<file path="config.mk">
export PLATFORM = sky130hd
export DESIGN_NAME = small_value_set_table_core
export DESIGN_NICKNAME = d
export VERILOG_FILES = /design/src/hdl/svst_pkg.sv /design/src/hdl/svst_fifo.sv /design/src/hdl/svst_front.sv /design/src/hdl/svst_back.sv /design/src/hdl/small_value_set_table_core.sv
export SDC_FILE = /design/constraint.sdc
export NUM_CORES = 1
export LEC_CHECK = 0
export ABC_CLOCK_PERIOD_IN_PS = 6900
export BUFFER_PORTS_ARGS = -buffer_cell sky130_fd_sc_hd__buf_2
export CAP_MARGIN = 25
export CORE_MARGIN = 5
export CORE_UTILIZATION = 55
export DETAILED_ROUTE_END_ITERATION = 6
export PLACE_DENSITY = 0.78
export SLEW_MARGIN = 20
export SYNTH_ARGS = -nofsm -noshare
export SYNTH_HDL_FRONTEND = slang
export SYNTH_SLANG_ARGS = --single-unit
</file>
<file path="constraint.sdc">
create_clock -name clk_i -period 6.9 [get_ports clk_i]
set_input_delay 1.38 -clock clk_i [delete_from_list [all_inputs] [get_ports clk_i]]
set_output_delay 1.38 -clock clk_i [all_outputs]
set_load 0.01 [all_outputs]
</file>
<file path="src/hdl/svst_pkg.sv">
`timescale 1ns / 1ps

package svst_pkg;

  localparam int unsigned KIND_W = 2;
  localparam int unsigned VAL_W  = 32;
  localparam int unsigned POS_W  = 5;

  typedef enum logic [KIND_W-1:0] {
    KIND_INSERT = 2'd0,
    KIND_DELETE = 2'd1,
    KIND_QUERY  = 2'd2
  } kind_e;

  typedef enum logic [1:0] {
    OP_INSERT,
    OP_DELETE,
    OP_QUERY
  } op_e;

  typedef enum logic {
    ST_IDLE,
    ST_UPDATE
  } back_state_e;

  typedef struct packed {
    op_e                     op;
    logic signed [VAL_W-1:0] value;
  } item_t;

  typedef struct packed {
    logic             hit;
    logic [POS_W-1:0] position;
    logic             full_error;
    logic [POS_W-1:0] count;
  } result_t;

endpackage

</file>
<file path="src/hdl/svst_fifo.sv">
`timescale 1ns / 1ps

module svst_fifo #(
  parameter int unsigned WIDTH = 8,
  parameter int unsigned DEPTH = 2
) (
  input  logic             clk_i,
  input  logic             rst_ni,
  input  logic             push_i,
  input  logic [WIDTH-1:0] data_i,
  output logic             full_o,
  input  logic             pop_i,
  output logic [WIDTH-1:0] data_o,
  output logic             empty_o
);

  localparam int unsigned PTR_W = (DEPTH > 1) ? $clog2(DEPTH) : 1;
  localparam int unsigned CNT_W = $clog2(DEPTH + 1);

  logic [WIDTH-1:0] mem_q [DEPTH];
  logic [PTR_W-1:0] wr_ptr_q, wr_ptr_d;
  logic [PTR_W-1:0] rd_ptr_q, rd_ptr_d;
  logic [CNT_W-1:0] fill_q, fill_d;
  logic             do_push;
  logic             do_pop;

  assign full_o  = (fill_q == CNT_W'(DEPTH));
  assign empty_o = (fill_q == '0);
  assign data_o  = mem_q[rd_ptr_q];
  assign do_push = push_i && !full_o;
  assign do_pop  = pop_i && !empty_o;

  always_comb begin
    wr_ptr_d = wr_ptr_q;
    rd_ptr_d = rd_ptr_q;
    fill_d   = fill_q;
    if (do_push) begin
      wr_ptr_d = (wr_ptr_q == PTR_W'(DEPTH - 1)) ? '0 : wr_ptr_q + PTR_W'(1);
    end
    if (do_pop) begin
      rd_ptr_d = (rd_ptr_q == PTR_W'(DEPTH - 1)) ? '0 : rd_ptr_q + PTR_W'(1);
    end
    if (do_push && !do_pop) begin
      fill_d = fill_q + CNT_W'(1);
    end else if (do_pop && !do_push) begin
      fill_d = fill_q - CNT_W'(1);
    end
  end

  always_ff @(posedge clk_i or negedge rst_ni) begin
    if (!rst_ni) begin
      wr_ptr_q <= '0;
      rd_ptr_q <= '0;
      fill_q   <= '0;
    end else begin
      wr_ptr_q <= wr_ptr_d;
      rd_ptr_q <= rd_ptr_d;
      fill_q   <= fill_d;
    end
  end

  always_ff @(posedge clk_i) begin
    if (do_push) begin
      mem_q[wr_ptr_q] <= data_i;
    end
  end

endmodule

</file>
<file path="src/hdl/svst_front.sv">
`timescale 1ns / 1ps

module svst_front
  import svst_pkg::*;
(
  input  logic                    clk_i,
  input  logic                    rst_ni,
  input  logic                    push,
  output logic                    full,
  input  logic [KIND_W-1:0]       kind_i,
  input  logic signed [VAL_W-1:0] value_i,
  output logic                    item_valid_o,
  output item_t                   item_o,
  input  logic                    item_ready_i
);

  logic  valid_q, valid_d;
  item_t item_q;
  op_e   op;
  logic  accept;

  always_comb begin
    unique case (kind_e'(kind_i))
      KIND_INSERT: op = OP_INSERT;
      KIND_DELETE: op = OP_DELETE;
      KIND_QUERY:  op = OP_QUERY;
      default:     op = OP_QUERY;
    endcase
  end

  assign full         = valid_q && !item_ready_i;
  assign accept       = push && !full;
  assign item_valid_o = valid_q;
  assign item_o       = item_q;

  always_comb begin
    valid_d = valid_q;
    if (accept) begin
      valid_d = 1'b1;
    end else if (item_ready_i) begin
      valid_d = 1'b0;
    end
  end

  always_ff @(posedge clk_i or negedge rst_ni) begin
    if (!rst_ni) begin
      valid_q <= 1'b0;
    end else begin
      valid_q <= valid_d;
    end
  end

  always_ff @(posedge clk_i) begin
    if (accept) begin
      item_q.op    <= op;
      item_q.value <= value_i;
    end
  end

endmodule

</file>
<file path="src/hdl/svst_back.sv">
`timescale 1ns / 1ps

module svst_back
  import svst_pkg::*;
#(
  parameter int unsigned CAPACITY = 16
) (
  input  logic    clk_i,
  input  logic    rst_ni,
  input  logic    in_valid_i,
  input  item_t   in_item_i,
  output logic    in_ready_o,
  output logic    res_valid_o,
  output result_t res_o,
  input  logic    res_ready_i
);

  localparam int unsigned CNT_W = $clog2(CAPACITY + 1);

  back_state_e         state_q, state_d;
  logic [VAL_W-1:0]    entry_q [CAPACITY];
  logic [VAL_W-1:0]    entry_d [CAPACITY];
  logic [CNT_W-1:0]    count_q, count_d;
  logic [CAPACITY-1:0] match_q, match_d;
  op_e                 op_q;
  logic [VAL_W-1:0]    value_q;
  logic                capture;
  logic                commit;
  logic                hit;
  logic [CNT_W-1:0]    pos;
  logic                ins_ok;
  logic                del_ok;
  logic                full_err;

  always_comb begin
    state_d     = state_q;
    in_ready_o  = 1'b0;
    res_valid_o = 1'b0;
    capture     = 1'b0;
    commit      = 1'b0;
    unique case (state_q)
      ST_IDLE: begin
        in_ready_o = 1'b1;
        if (in_valid_i) begin
          capture = 1'b1;
          state_d = ST_UPDATE;
        end
      end
      ST_UPDATE: begin
        res_valid_o = 1'b1;
        if (res_ready_i) begin
          commit  = 1'b1;
          state_d = ST_IDLE;
        end
      end
      default: state_d = ST_IDLE;
    endcase
  end

  always_ff @(posedge clk_i or negedge rst_ni) begin
    if (!rst_ni) begin
      state_q <= ST_IDLE;
    end else begin
      state_q <= state_d;
    end
  end

  // Only entries below the count take part in the search.
  always_comb begin
    for (int i = 0; i < CAPACITY; i++) begin
      match_d[i] = (entry_q[i] == in_item_i.value) && (CNT_W'(i) < count_q);
    end
  end

  always_comb begin
    hit = |match_q;
    pos = count_q;
    for (int i = CAPACITY - 1; i >= 0; i--) begin
      if (match_q[i]) begin
        pos = CNT_W'(i);
      end
    end
    ins_ok   = (op_q == OP_INSERT) && !hit && (count_q < CNT_W'(CAPACITY));
    full_err = (op_q == OP_INSERT) && !hit && (count_q == CNT_W'(CAPACITY));
    del_ok   = (op_q == OP_DELETE) && hit;

    count_d = count_q;
    if (ins_ok) begin
      count_d = count_q + CNT_W'(1);
    end else if (del_ok) begin
      count_d = count_q - CNT_W'(1);
    end

    entry_d = entry_q;
    for (int i = 0; i < CAPACITY; i++) begin
      if (ins_ok && (count_q == CNT_W'(i))) begin
        entry_d[i] = value_q;
      end
    end
    for (int i = 0; i < CAPACITY - 1; i++) begin
      if (del_ok && (CNT_W'(i) >= pos)) begin
        entry_d[i] = entry_q[i+1];
      end
    end

    res_o.hit        = hit;
    res_o.position   = POS_W'(pos);
    res_o.full_error = full_err;
    res_o.count      = POS_W'(count_d);
  end

  always_ff @(posedge clk_i or negedge rst_ni) begin
    if (!rst_ni) begin
      count_q <= '0;
    end else if (commit) begin
      count_q <= count_d;
    end
  end

  always_ff @(posedge clk_i) begin
    if (capture) begin
      match_q <= match_d;
      op_q    <= in_item_i.op;
      value_q <= in_item_i.value;
    end
    if (commit) begin
      entry_q <= entry_d;
    end
  end

endmodule

</file>
<file path="src/hdl/small_value_set_table_core.sv">
`timescale 1ns / 1ps

// A set of up to CAPACITY distinct 32-bit values kept in insertion order, driven
// through queue-style ports on both sides. Each beat on the input asks to insert,
// delete or look up one value (kind 3 acts as a lookup) and yields exactly one result
// beat with the hit flag, the lowest matching position (the count when absent), a
// full error for a dropped insert, and the count afterwards. The table engine handles
// one item at a time, first comparing the value with all stored entries in parallel
// and then resolving the first match and updating the table once the result queue
// has room; it takes no new item until the last one is done. Small queues sit before
// and after the engine, so input beats are taken while results wait to be popped.
// No clearing pass is needed after reset.
module small_value_set_table_core
  import svst_pkg::*;
#(
  parameter int unsigned CAPACITY = 16
) (
  input  logic                    clk_i,
  input  logic                    rst_ni,
  input  logic                    push,
  output logic                    full,
  input  logic [KIND_W-1:0]       kind_i,
  input  logic signed [VAL_W-1:0] value_i,
  output logic                    empty,
  input  logic                    pop,
  output logic                    hit_o,
  output logic [POS_W-1:0]        position_o,
  output logic                    full_error_o,
  output logic [POS_W-1:0]        count_o
);

  logic    front_valid;
  item_t   front_item;
  logic    item_full;
  logic    item_empty;
  item_t   item_head;
  logic    back_ready;
  logic    res_valid;
  result_t res_item;
  logic    res_full;
  result_t res_head;

  svst_front u_front (
    .clk_i        (clk_i),
    .rst_ni       (rst_ni),
    .push         (push),
    .full         (full),
    .kind_i       (kind_i),
    .value_i      (value_i),
    .item_valid_o (front_valid),
    .item_o       (front_item),
    .item_ready_i (!item_full)
  );

  svst_fifo #(
    .WIDTH ($bits(item_t)),
    .DEPTH (2)
  ) u_item_fifo (
    .clk_i   (clk_i),
    .rst_ni  (rst_ni),
    .push_i  (front_valid),
    .data_i  (front_item),
    .full_o  (item_full),
    .pop_i   (back_ready),
    .data_o  (item_head),
    .empty_o (item_empty)
  );

  svst_back #(
    .CAPACITY (CAPACITY)
  ) u_back (
    .clk_i       (clk_i),
    .rst_ni      (rst_ni),
    .in_valid_i  (!item_empty),
    .in_item_i   (item_head),
    .in_ready_o  (back_ready),
    .res_valid_o (res_valid),
    .res_o       (res_item),
    .res_ready_i (!res_full)
  );

  svst_fifo #(
    .WIDTH ($bits(result_t)),
    .DEPTH (2)
  ) u_res_fifo (
    .clk_i   (clk_i),
    .rst_ni  (rst_ni),
    .push_i  (res_valid),
    .data_i  (res_item),
    .full_o  (res_full),
    .pop_i   (pop),
    .data_o  (res_head),
    .empty_o (empty)
  );

  assign hit_o        = res_head.hit;
  assign position_o   = res_head.position;
  assign full_error_o = res_head.full_error;
  assign count_o      = res_head.count;

`ifndef SYNTHESIS
  a_err_not_hit: assert property (@(posedge clk_i) disable iff (!rst_ni)
    !empty |-> !(hit_o && full_error_o))
    else $error("full error reported for a value that was present");

  a_err_at_cap: assert property (@(posedge clk_i) disable iff (!rst_ni)
    (!empty && full_error_o) |-> (count_o == POS_W'(CAPACITY)))
    else $error("full error reported while the set had room");

  a_engine_backpressure: assert property (@(posedge clk_i) disable iff (!rst_ni)
    (res_valid && res_full) |=> (res_valid && $stable(res_item)))
    else $error("result dropped or changed while the result queue was full");
`endif

endmodule

</file>
**Word level (Yosys, flattened, before mapping)**

Memory sizes are Yosys's and may differ from the RTL's.
Cells that the tools add are included.
W data, S select, Z words.

- Flip-flop bits (word level): 611
- Bits in writable memories: 92
- Memories kept: 2

- $add $sub $neg: 10
- $lt $le $gt $ge: 32
- Eq/ne operators: 37
- Multiplexer cells: 71
- Bitwise logic cells: 1
- Reduce and logical (&&, ||, !) cells: 110

Memories:

| name | depth | bits a word | rd ports | clocked after memory_dff | wr ports | RTL line | text |
|---|---|---|---|---|---|---|---|
| u_item_fifo.mem_q | 2 | 34 | 1 | 0 | 1 | svst_fifo.sv:20 | `logic [WIDTH-1:0] mem_q [DEPTH];` |
| u_res_fifo.mem_q | 2 | 12 | 1 | 0 | 1 | svst_fifo.sv:20 |  |

Operators by type and width:

| kind | number |
|---|---|
| $mux W32 | 30 |
| $eq A32 B32 Y1 | 16 |
| $mux W5 | 18 |
| $logic_and A1 B1 Y1 | 61 |
| $eq A5 B4 Y1 const B | 8 |
| $lt A4 B5 Y1 const A | 8 |
| $ge A4 B5 Y1 const A | 7 |
| $reduce_bool A2 Y1 | 17 |
| $reduce_and A2 Y1 | 16 |
| $eq A5 B3 Y1 const B | 4 |
| $ge A3 B5 Y1 const A | 4 |
| $lt A3 B5 Y1 const A | 4 |
| $mux W1 | 17 |
| $reduce_or A16 Y1 | 1 |
| $eq A5 B2 Y1 const B | 2 |
| $ge A1 B5 Y1 const A | 2 |
| $ge A2 B5 Y1 const A | 2 |
| $logic_not A1 Y1 | 10 |
| $lt A1 B5 Y1 const A | 2 |
| $lt A2 B5 Y1 const A | 2 |
| $logic_not A2 Y1 | 4 |
| $mux W2 | 4 |
| $add A5 B1 Y5 const B | 1 |
| $eq A5 B1 Y1 const B | 1 |
| 13 further kinds | 20 |

**Logic depth before layout (Yosys ltp)**

Gate-level depths: netlist of run 1.

- Depth in word-level cells: 20
- Mapped depth: 10
- Depth with buffers taken out: 7

**Modules after synthesis**

From an unflattened synthesis of run 1, not the netlist that was laid out.

- Cells, all modules: 3293
- Area, all modules: 38275.5 um2

By module, submodules not included:

| module | times used | cells each | area each (um2) |
|---|---|---|---|
| svst_back | 1 | 3068 | 33274.4 |
| svst_fifo at u_item_fifo | 1 | 125 | 2801.4 |
| svst_fifo at u_res_fifo | 1 | 56 | 1099.8 |
| svst_front | 1 | 41 | 1088.5 |
| small_value_set_table_core | 1 | 3 | 11.3 |

**Least setup slack after synthesis of run 1**

No wires, ideal clock.

- Path kind: reg-to-reg
- From: reg u_back.match_q[8]
- To: reg u_back.entry_q[0] (netlist bit), enable pin
- Setup time: 461 ps
- Data arrival time: 4054 ps
- Path slack: 2385 ps
- Stages on the path, launching flop included: 7
- Cells stage by stage: edfxtp_1 -> or4_1 -> nor4_2 -> and3_1 -> clkbuf_1 -> nand2_1 -> nor3_1

- Word-level cells in the longest chain between the ends: 6

Ends and longest elaborated chain:

| element | RTL line | text |
|---|---|---|
| start: declaration | svst_back.sv:24 | `logic [CAPACITY-1:0] match_q, match_d;` |
| start signal: assignment | svst_back.sv:122 | `match_q <= match_d;` |
| $reduce_or A16 Y1 | svst_back.sv:76 | `hit = \|match_q;` |
| $logic_not A1 Y1 | svst_back.sv:83 | `ins_ok = (op_q == OP_INSERT) && !hit && (count_q < CNT_W'(CAPACITY));` |
| $logic_and A1 B1 Y1 (2 in series) | svst_back.sv:83 |  |
| $logic_and A1 B1 Y1 | svst_back.sv:96 | `if (ins_ok && (count_q == CNT_W'(i))) begin` |
| $reduce_and A2 Y1 (no source line) | -- |  |
| end signal: assignment | svst_back.sv:127 | `entry_q <= entry_d;` |
| end: declaration | svst_back.sv:21 | `logic [VAL_W-1:0] entry_q [CAPACITY];` |

No other way between the ends.
A chain may end at the register's enable or synchronous reset.

**Worst setup path in the final report of run 1**

- From: reg u_item_fifo.rd_ptr_q
- To: reg u_back.match_q[1] (data pin)

- Word-level cells in the longest chain between the ends: 3

Ends and longest elaborated chain:

| element | RTL line | text |
|---|---|---|
| start: declaration | svst_fifo.sv:22 | `logic [PTR_W-1:0] rd_ptr_q, rd_ptr_d;` |
| start signal: assignment | svst_fifo.sv:57 | `rd_ptr_q <= rd_ptr_d;` |
| $mem_v2 Z2 W34 | -- |  |
| $eq A32 B32 Y1 | svst_back.sv:71 | `match_d[i] = (entry_q[i] == in_item_i.value) && (CNT_W'(i) < count_q);` |
| $logic_and A1 B1 Y1 | svst_back.sv:71 |  |
| net u_back.match_d[1] | svst_back.sv:24 |  |

The timed path passes the listed nets, and every way through them passes these cells.

==> run metrics, run 1 <==
final setup vio count 0; Syn. warnings 0; Slew @ Worst Pin 1.24 ns; Syn Nets 2536; TritonCTS clock tree built; Placer Congestion 1.02; Vias/cell around 6.4; chip width 261 um; Hold Buf Count CTS 0; Starting Density 55.3%; CP required approximately 7.3 ns; Power Density 560 mW/mm^2; Inst Count DP 3325; layout cells sized above 1 24.6%; Die Area 0.0683 sq mm; kind of critical path reg2reg; CP Max Fanout 23; post_cts resized 0; Synth top area share 59.5%; CTS root buf clkbuf_16; EDFF count, synth ~700; Tot Pwr 0.0218 W; multi-input logic area roughly 0.013 sq mm; GRT Overall Usage 31.7%; DIE HEIGHT about 260 um; Slew headroom between 10% and 20%; max-slew violation count 0; maximum VDD drop between 0.0003 and 0.0004 V; clock net sink count about 700; Post-Syn Area 0.0347 sq mm; htree depth 3; crit start category flop; Area contributors post-synth edfxtp_1, mux2_2, xor2_1, xnor2_1, nand2_1; vias in the first global route 22100; delay-heaviest family, CP simple AND/OR/NAND/NOR gates; run status finished, final reports clean; Post-synth top cells edfxtp_1, mux2_2, xor2_1; P_leak 13.4 nW; worst setup margin 2.30 ns; DRT antenna net count 0; Place WS 2.13 ns; # DRC 0; first-pass GRT wire length 155000 um; synthesized instance count 2491; Fmax 0.218 GHz; count leader, synth edfxtp_1; final core utilization 61.9%; register area share after synthesis between 60% and 70%; Clock Path Buffers 3; Post-Route WL 109000 um; Post-CTS Repair Setup Buffers 0; Max-Cap Viols 0; DP Wirelength 72200 um; NumNets Final about 2600; Worst Hold Class reg2reg; Fin. Hold Viols 0; worst stage delay on the critical path 0.93 ns; CORE AREA 0.0629 sq mm; slowest CP cell mux2i_4; fin cells about 3500; fin crit period 4.60 ns; FFs w/ async S/R, synth under 10%; DR vias 22300; RSZ-0062 raised after global routing false; area delta synth->final 12.0%; setup TNS 0 ns; ys flop type edfxtp_1; worst path cell trace buf_4, mux2i_4, buf_4, xnor2_1, nor4_1, nand4_1, or4_1, nor4_1; gr ovfl total 0; initial antenna violation count 1; number of port buffers 51; clock transition at the registers of the reported paths 0.06 ns; Critical path buffers and inverters 2; Register Area 0.0210 sq mm; worst-case clock skew approximately 0.020 ns; clock latency on the worst-skew pair 0.63 ns; drt initial violations 3249; pin count of the biggest net entering global routing 51; Avg Cell Area, Syn 13.9 sq um; Synth cell types 56; Pre-antenna DRT Iters 6; io pins 52; row cnt 92; Final period util 66.6%; crit path DAT 4.99 ns; Seq cells post-synth 703; Synth area leader edfxtp_1; CP endpoint kind flop; Filler Cells Inserted roughly 4600; Avg WL per Cell 31.4 um; clock buffer count from CTS 73
worst paths after layout:
kind                       slack [ns]                        startpoint  cells after the start                                end
min                              0.44       u_front.item_o[5]$_DFFE_PP_                      0  u_item_fifo.mem_q[1][5]$_DFFE_PP_
max reg2reg                      2.30  u_item_fifo.rd_ptr_q$_DFFE_PN0P_                      8        u_back.match_q[1]$_DFFE_PP_
max                              2.30  u_item_fifo.rd_ptr_q$_DFFE_PN0P_                      8        u_back.match_q[1]$_DFFE_PP_
max in group asynchronous        5.90                            rst_ni                      1   u_item_fifo.rd_ptr_q$_DFFE_PN0P_
min reg2reg                      0.44       u_front.item_o[5]$_DFFE_PP_                      0  u_item_fifo.mem_q[1][5]$_DFFE_PP_
min in group asynchronous        0.68                            rst_ni                      1  u_item_fifo.fill_q[1]$_DFFE_PN0P_
layer usage:
layer  vias to the layer above  global-route usage [%]  part of all wire, %
li1                       9201                       -                    -
met1                     11000                    41.1                   37
met2                      1662                    48.4                   44
met3                       419                    8.50                   12
met4                         0                    18.3                  7.0
met5                         -                       0                    0
power breakdown:
group          switching [W]  total, W  internal (W)
sequential           0.00155   0.00849       0.00693
combinational        0.00572   0.00937       0.00365
clock                0.00168   0.00393       0.00225
cells by family after synthesis:
family / share of synthesized area (%)
buffers and inverters: 2.36
and+or+nand+nor: 7.75
adders and majority gates: 0.252
muxes: 13.8
DFF: 60.5
xor gates and xnor gates: 13.3
AOI/OAI and AO/OA: 1.96
state kept, by name, summed over array words and instances (netlist names):
name	cells
u_back.value_q	32
u_front.item_valid_o	1
u_res_fifo.mem_q	24
u_res_fifo.wr_ptr_q	1
u_item_fifo.fill_q	2
u_item_fifo.wr_ptr_q	1
u_back.count_q	5
u_item_fifo.mem_q	68
u_back.entry_q	512
u_back.state_q	1
u_item_fifo.rd_ptr_q	1
u_res_fifo.fill_q	2
u_res_fifo.rd_ptr_q	1
u_back.match_q	16
u_back.op_q	2
u_front.item_o	34
per-stage QoR:
step / cell area [sq um] / hold slack (ns)
2_1_floorplan: 34700 / 0.421
3_3_place_gp: 36200 / 0.424
3_5_place_dp: 36500 / 0.432
4_1_cts: 38800 / 0.446
5_1_grt: 38900 / 0.454
6_report: 38900 / 0.438
cell usage in the layout, fill, tap and decap left out, types with 8 or more instances in the layout:
cell       count
nor2_1        24
o2bb2ai_1     33
a21oi_1        8
clkinv_2      12
dfrtp_1       14
mux2i_4       32
xor2_1       332
nand2_1      308
nor3_1        15
edfxtp_1     688
mux2_1        31
o21ai_0       11
a21oi_4       10
mux2_2       335
nand3_1       18
xnor2_1      196
buf_2         51
clkbuf_16     73
buf_4         69
clkinv_1      12
buf_16        11
nand4_1       90
nor4_1        70
inv_1         44
clkbuf_1      20
area by class of cell:
class | instances | share of cell area (%)
Multi-Input combinational cell | 1598 | 33.8
Sequential cell | 703 | 54.0
Clock buffer | 95 | 4.96
Clock inverter | 38 | 1.05
Inverter | 48 | 0.463
Timing Repair Buffer | 135 | 2.92
Tap cell | 846 | 2.72
Antenna cell | 2 | 0.0129
(Power assumes the default switching activity.)
==> run 2, diff against run 1 <==
--- a/config.mk
+++ b/config.mk
@@ -5,7 +5,7 @@
 export SDC_FILE = /design/constraint.sdc
 export NUM_CORES = 1
 export LEC_CHECK = 0
-export ABC_CLOCK_PERIOD_IN_PS = 6900
+export ABC_CLOCK_PERIOD_IN_PS = 4400
 export BUFFER_PORTS_ARGS = -buffer_cell sky130_fd_sc_hd__buf_2
 export CAP_MARGIN = 25
 export CORE_MARGIN = 5
==> constraint.sdc (replaced) <==
create_clock -name clk_i -period 4.4 [get_ports clk_i]
set_input_delay 0.88 -clock clk_i [delete_from_list [all_inputs] [get_ports clk_i]]
set_output_delay 0.88 -clock clk_i [all_outputs]
set_load 0.01 [all_outputs]
==> run 2 against run 1 <==
Compared with the run above: wire length increased by 1.4%; register-to-register slack got worse by 1.7 ns; via count increased by 0.91%; final cell count increased by 0.52%; clock skew increased by 0.020 ns; fmax increased by 21%; critical endpoint is now u_back.match_q[15]$_DFFE_PP_; largest power group unchanged.
==> run metrics, run 2 (synthesis gave the netlist of run 1 again) <==
run status finished, final reports clean; layout cells sized above 1 25.1% (+0.57 points); P_leak 13.5 nW (+0.86%); GRT Overall Usage 31.8% (+0.15 points); RSZ-0062 raised after global routing false; CP Max Fanout 16 (-30%); Post-CTS Repair Setup Buffers 0 (unchanged); clock net sink count 703 (unchanged); NumNets Final 2626 (+0.84%); most common cell after layout, fill and taps aside edfxtp_1; area delta synth->final 12.4%; CTS root buf clkbuf_16; Biggest register u_back.entry_q; CORE AREA 0.0629 sq mm (unchanged); post_cts resized 0 (unchanged); number of port buffers 51 (unchanged); Fmax 0.263 GHz (+21%); DP Wirelength 74600 um (+3.3%); clock latency on the worst-skew pair 0.64 ns (about the same); Vias/cell 6.47 (+0.39%); DR vias 22500 (+0.91%); CP required 4.83 ns (-2.46 ns); Power Density 881 mW/mm^2 (+57%); Worst Hold Class in2async; gr ovfl total 0 (unchanged); maximum VDD drop 0.000397 V (+32%); # DRC 0 (unchanged); Finished Cell Area 0.0391 sq mm (+0.34%); CP endpoint kind flop; Filler Cells Inserted 4697 (+3.0%); hold slack 0.162 ns (-0.276 ns); NetSw 0.0142 W (+59%); htree depth 3 (unchanged); crit path DAT 4.23 ns (-0.76 ns); Max-Cap Viols 0 (unchanged); max-slew violation count 0 (unchanged); Die Area 0.0683 sq mm (unchanged); Cell Area, Placed 0.0365 sq mm (about the same); Pre-antenna DRT Iters 5 (-1); Slew @ Worst Pin 1.20 ns (-0.0394 ns); most frequent cells in the layout edfxtp_1, mux2_2, xor2_1; Final period util 86.5% (+20 points); max FFs per register 512 (unchanged); DRT antenna net count 0 (unchanged); DIE HEIGHT 261 um (unchanged); drt initial violations 3299 (+1.5%); kind of critical path reg2reg; clock share of power 18.3% (+0.3 points); Clock Path Buffers 3 (unchanged); Placer Congestion 0.976 (-4.0%); Comb pwr share 42.6% (-0.4 points); vias in the first global route 22200 (+0.29%); worst-case clock skew 0.0405 ns (+0.0202 ns); n_diodes 0 (-2); Tot Pwr 0.0344 W (+58%); Register Area 0.0210 sq mm (unchanged); R2R depth 9 (+1); crit start category flop; Post-Route WL 110000 um (+1.4%); chip width 261 um (unchanged); Starting Density 55.3% (unchanged); Avg WL per Cell 31.7 um (+0.83%); Net Sw Frac 41.3% (+0.19 points); Pint 0.0202 W (+57%); Fin. Hold Viols 0 (unchanged); Hold Buf Count CTS 0 (unchanged); io pins 52 (unchanged); TritonCTS clock tree built; final setup vio count 0 (unchanged); clock buffer count from CTS 75 (+2.7%); clock transition at the registers of the reported paths 0.06 ns (about the same); sequential power share 39.1% (about the same); row cnt 92 (unchanged); first-pass GRT wire length 156000 um (+0.37%); initial antenna violation count 2 (+1); fin crit period 3.80 ns (-0.793 ns); multi-input logic area 0.0132 sq mm (+0.13%); Slew headroom 19.7% (+2.6 points); pin count of the biggest net entering global routing 36 (-29%); FF-to-FF setup slack 0.60 ns (-1.71 ns)
==> run 2: worst paths after layout <==
path                                                        from                                 end
worst max-delay path            u_item_fifo.rd_ptr_q$_DFFE_PN0P_        u_back.match_q[15]$_DFFE_PP_
worst min-delay path                                      rst_ni            u_back.state_q$_DFF_PN0_
worst max register to register  u_item_fifo.rd_ptr_q$_DFFE_PN0P_        u_back.match_q[15]$_DFFE_PP_
worst min register to register      u_front.item_o[12]$_DFFE_PP_  u_item_fifo.mem_q[1][12]$_DFFE_PP_
max in group asynchronous                                 rst_ni       u_back.count_q[2]$_DFFE_PN0P_
min in group clk_i                                   value_i[24]        u_front.item_o[24]$_DFFE_PP_
==> run 2: layout make-up <==
type	count	share of cell area, %
Sequential cell	703	53.9
Multi-Input combinational cell	1598	33.8
Clock buffer	97	5.15
Timing Repair Buffer	155	3.04
Tap cell	846	2.71
Clock inverter	36	1.02
Inverter	48	0.461
==> run 2: per-layer routing <==
| metal | share of wire [%] | track usage (%) | up-vias |
|---|---|---|---|
| met3 | 14 | 10.2 | 359 |
| met1 | 36 | 42.3 | 11200 |
| met2 | 44 | 48.2 | 1785 |
| li1 | - | - | 9233 |
| met5 | 0 | 0 | - |
| met4 | 5.4 | 14.5 | 0 |
==> run 2: through the flow <==
step           worst slack, ns  util, %  std cells  setup TNS (ns)
5_1_grt                  0.512     62.1       3483               0
3_5_place_dp             0.496     58.0       3340               0
3_3_place_gp            -0.145     57.9       3336          -0.145
6_report                 0.596     62.1       3483               0
4_1_cts                  0.450     61.8       3473               0
2_1_floorplan            0.285        -       2491               0
==> run 2: power by group through the flow <==
stage / Combinational (W) / Clock (W) / Sequential, W
CTS: 0.0139 / 0.00633 / 0.0135
global placement: 0.0135 / 0 / 0.0135
detailed placement: 0.0138 / 0 / 0.0136
global route: 0.0152 / 0.00660 / 0.0134
floorplan: 0.00968 / 0 / 0.0120
finish: 0.0147 / 0.00630 / 0.0134
==> run 2: worst max-delay path, stage by stage, from the launching register on <==
cell     delay [ns]
dfrtp_4        0.67
buf_12         0.30
mux2i_4        0.61
buf_4          0.46
xor2_1         0.20
nand4_1        0.11
nor4_1         0.42
nand4_1        0.19
nor4_2         0.31
buf_2          0.27
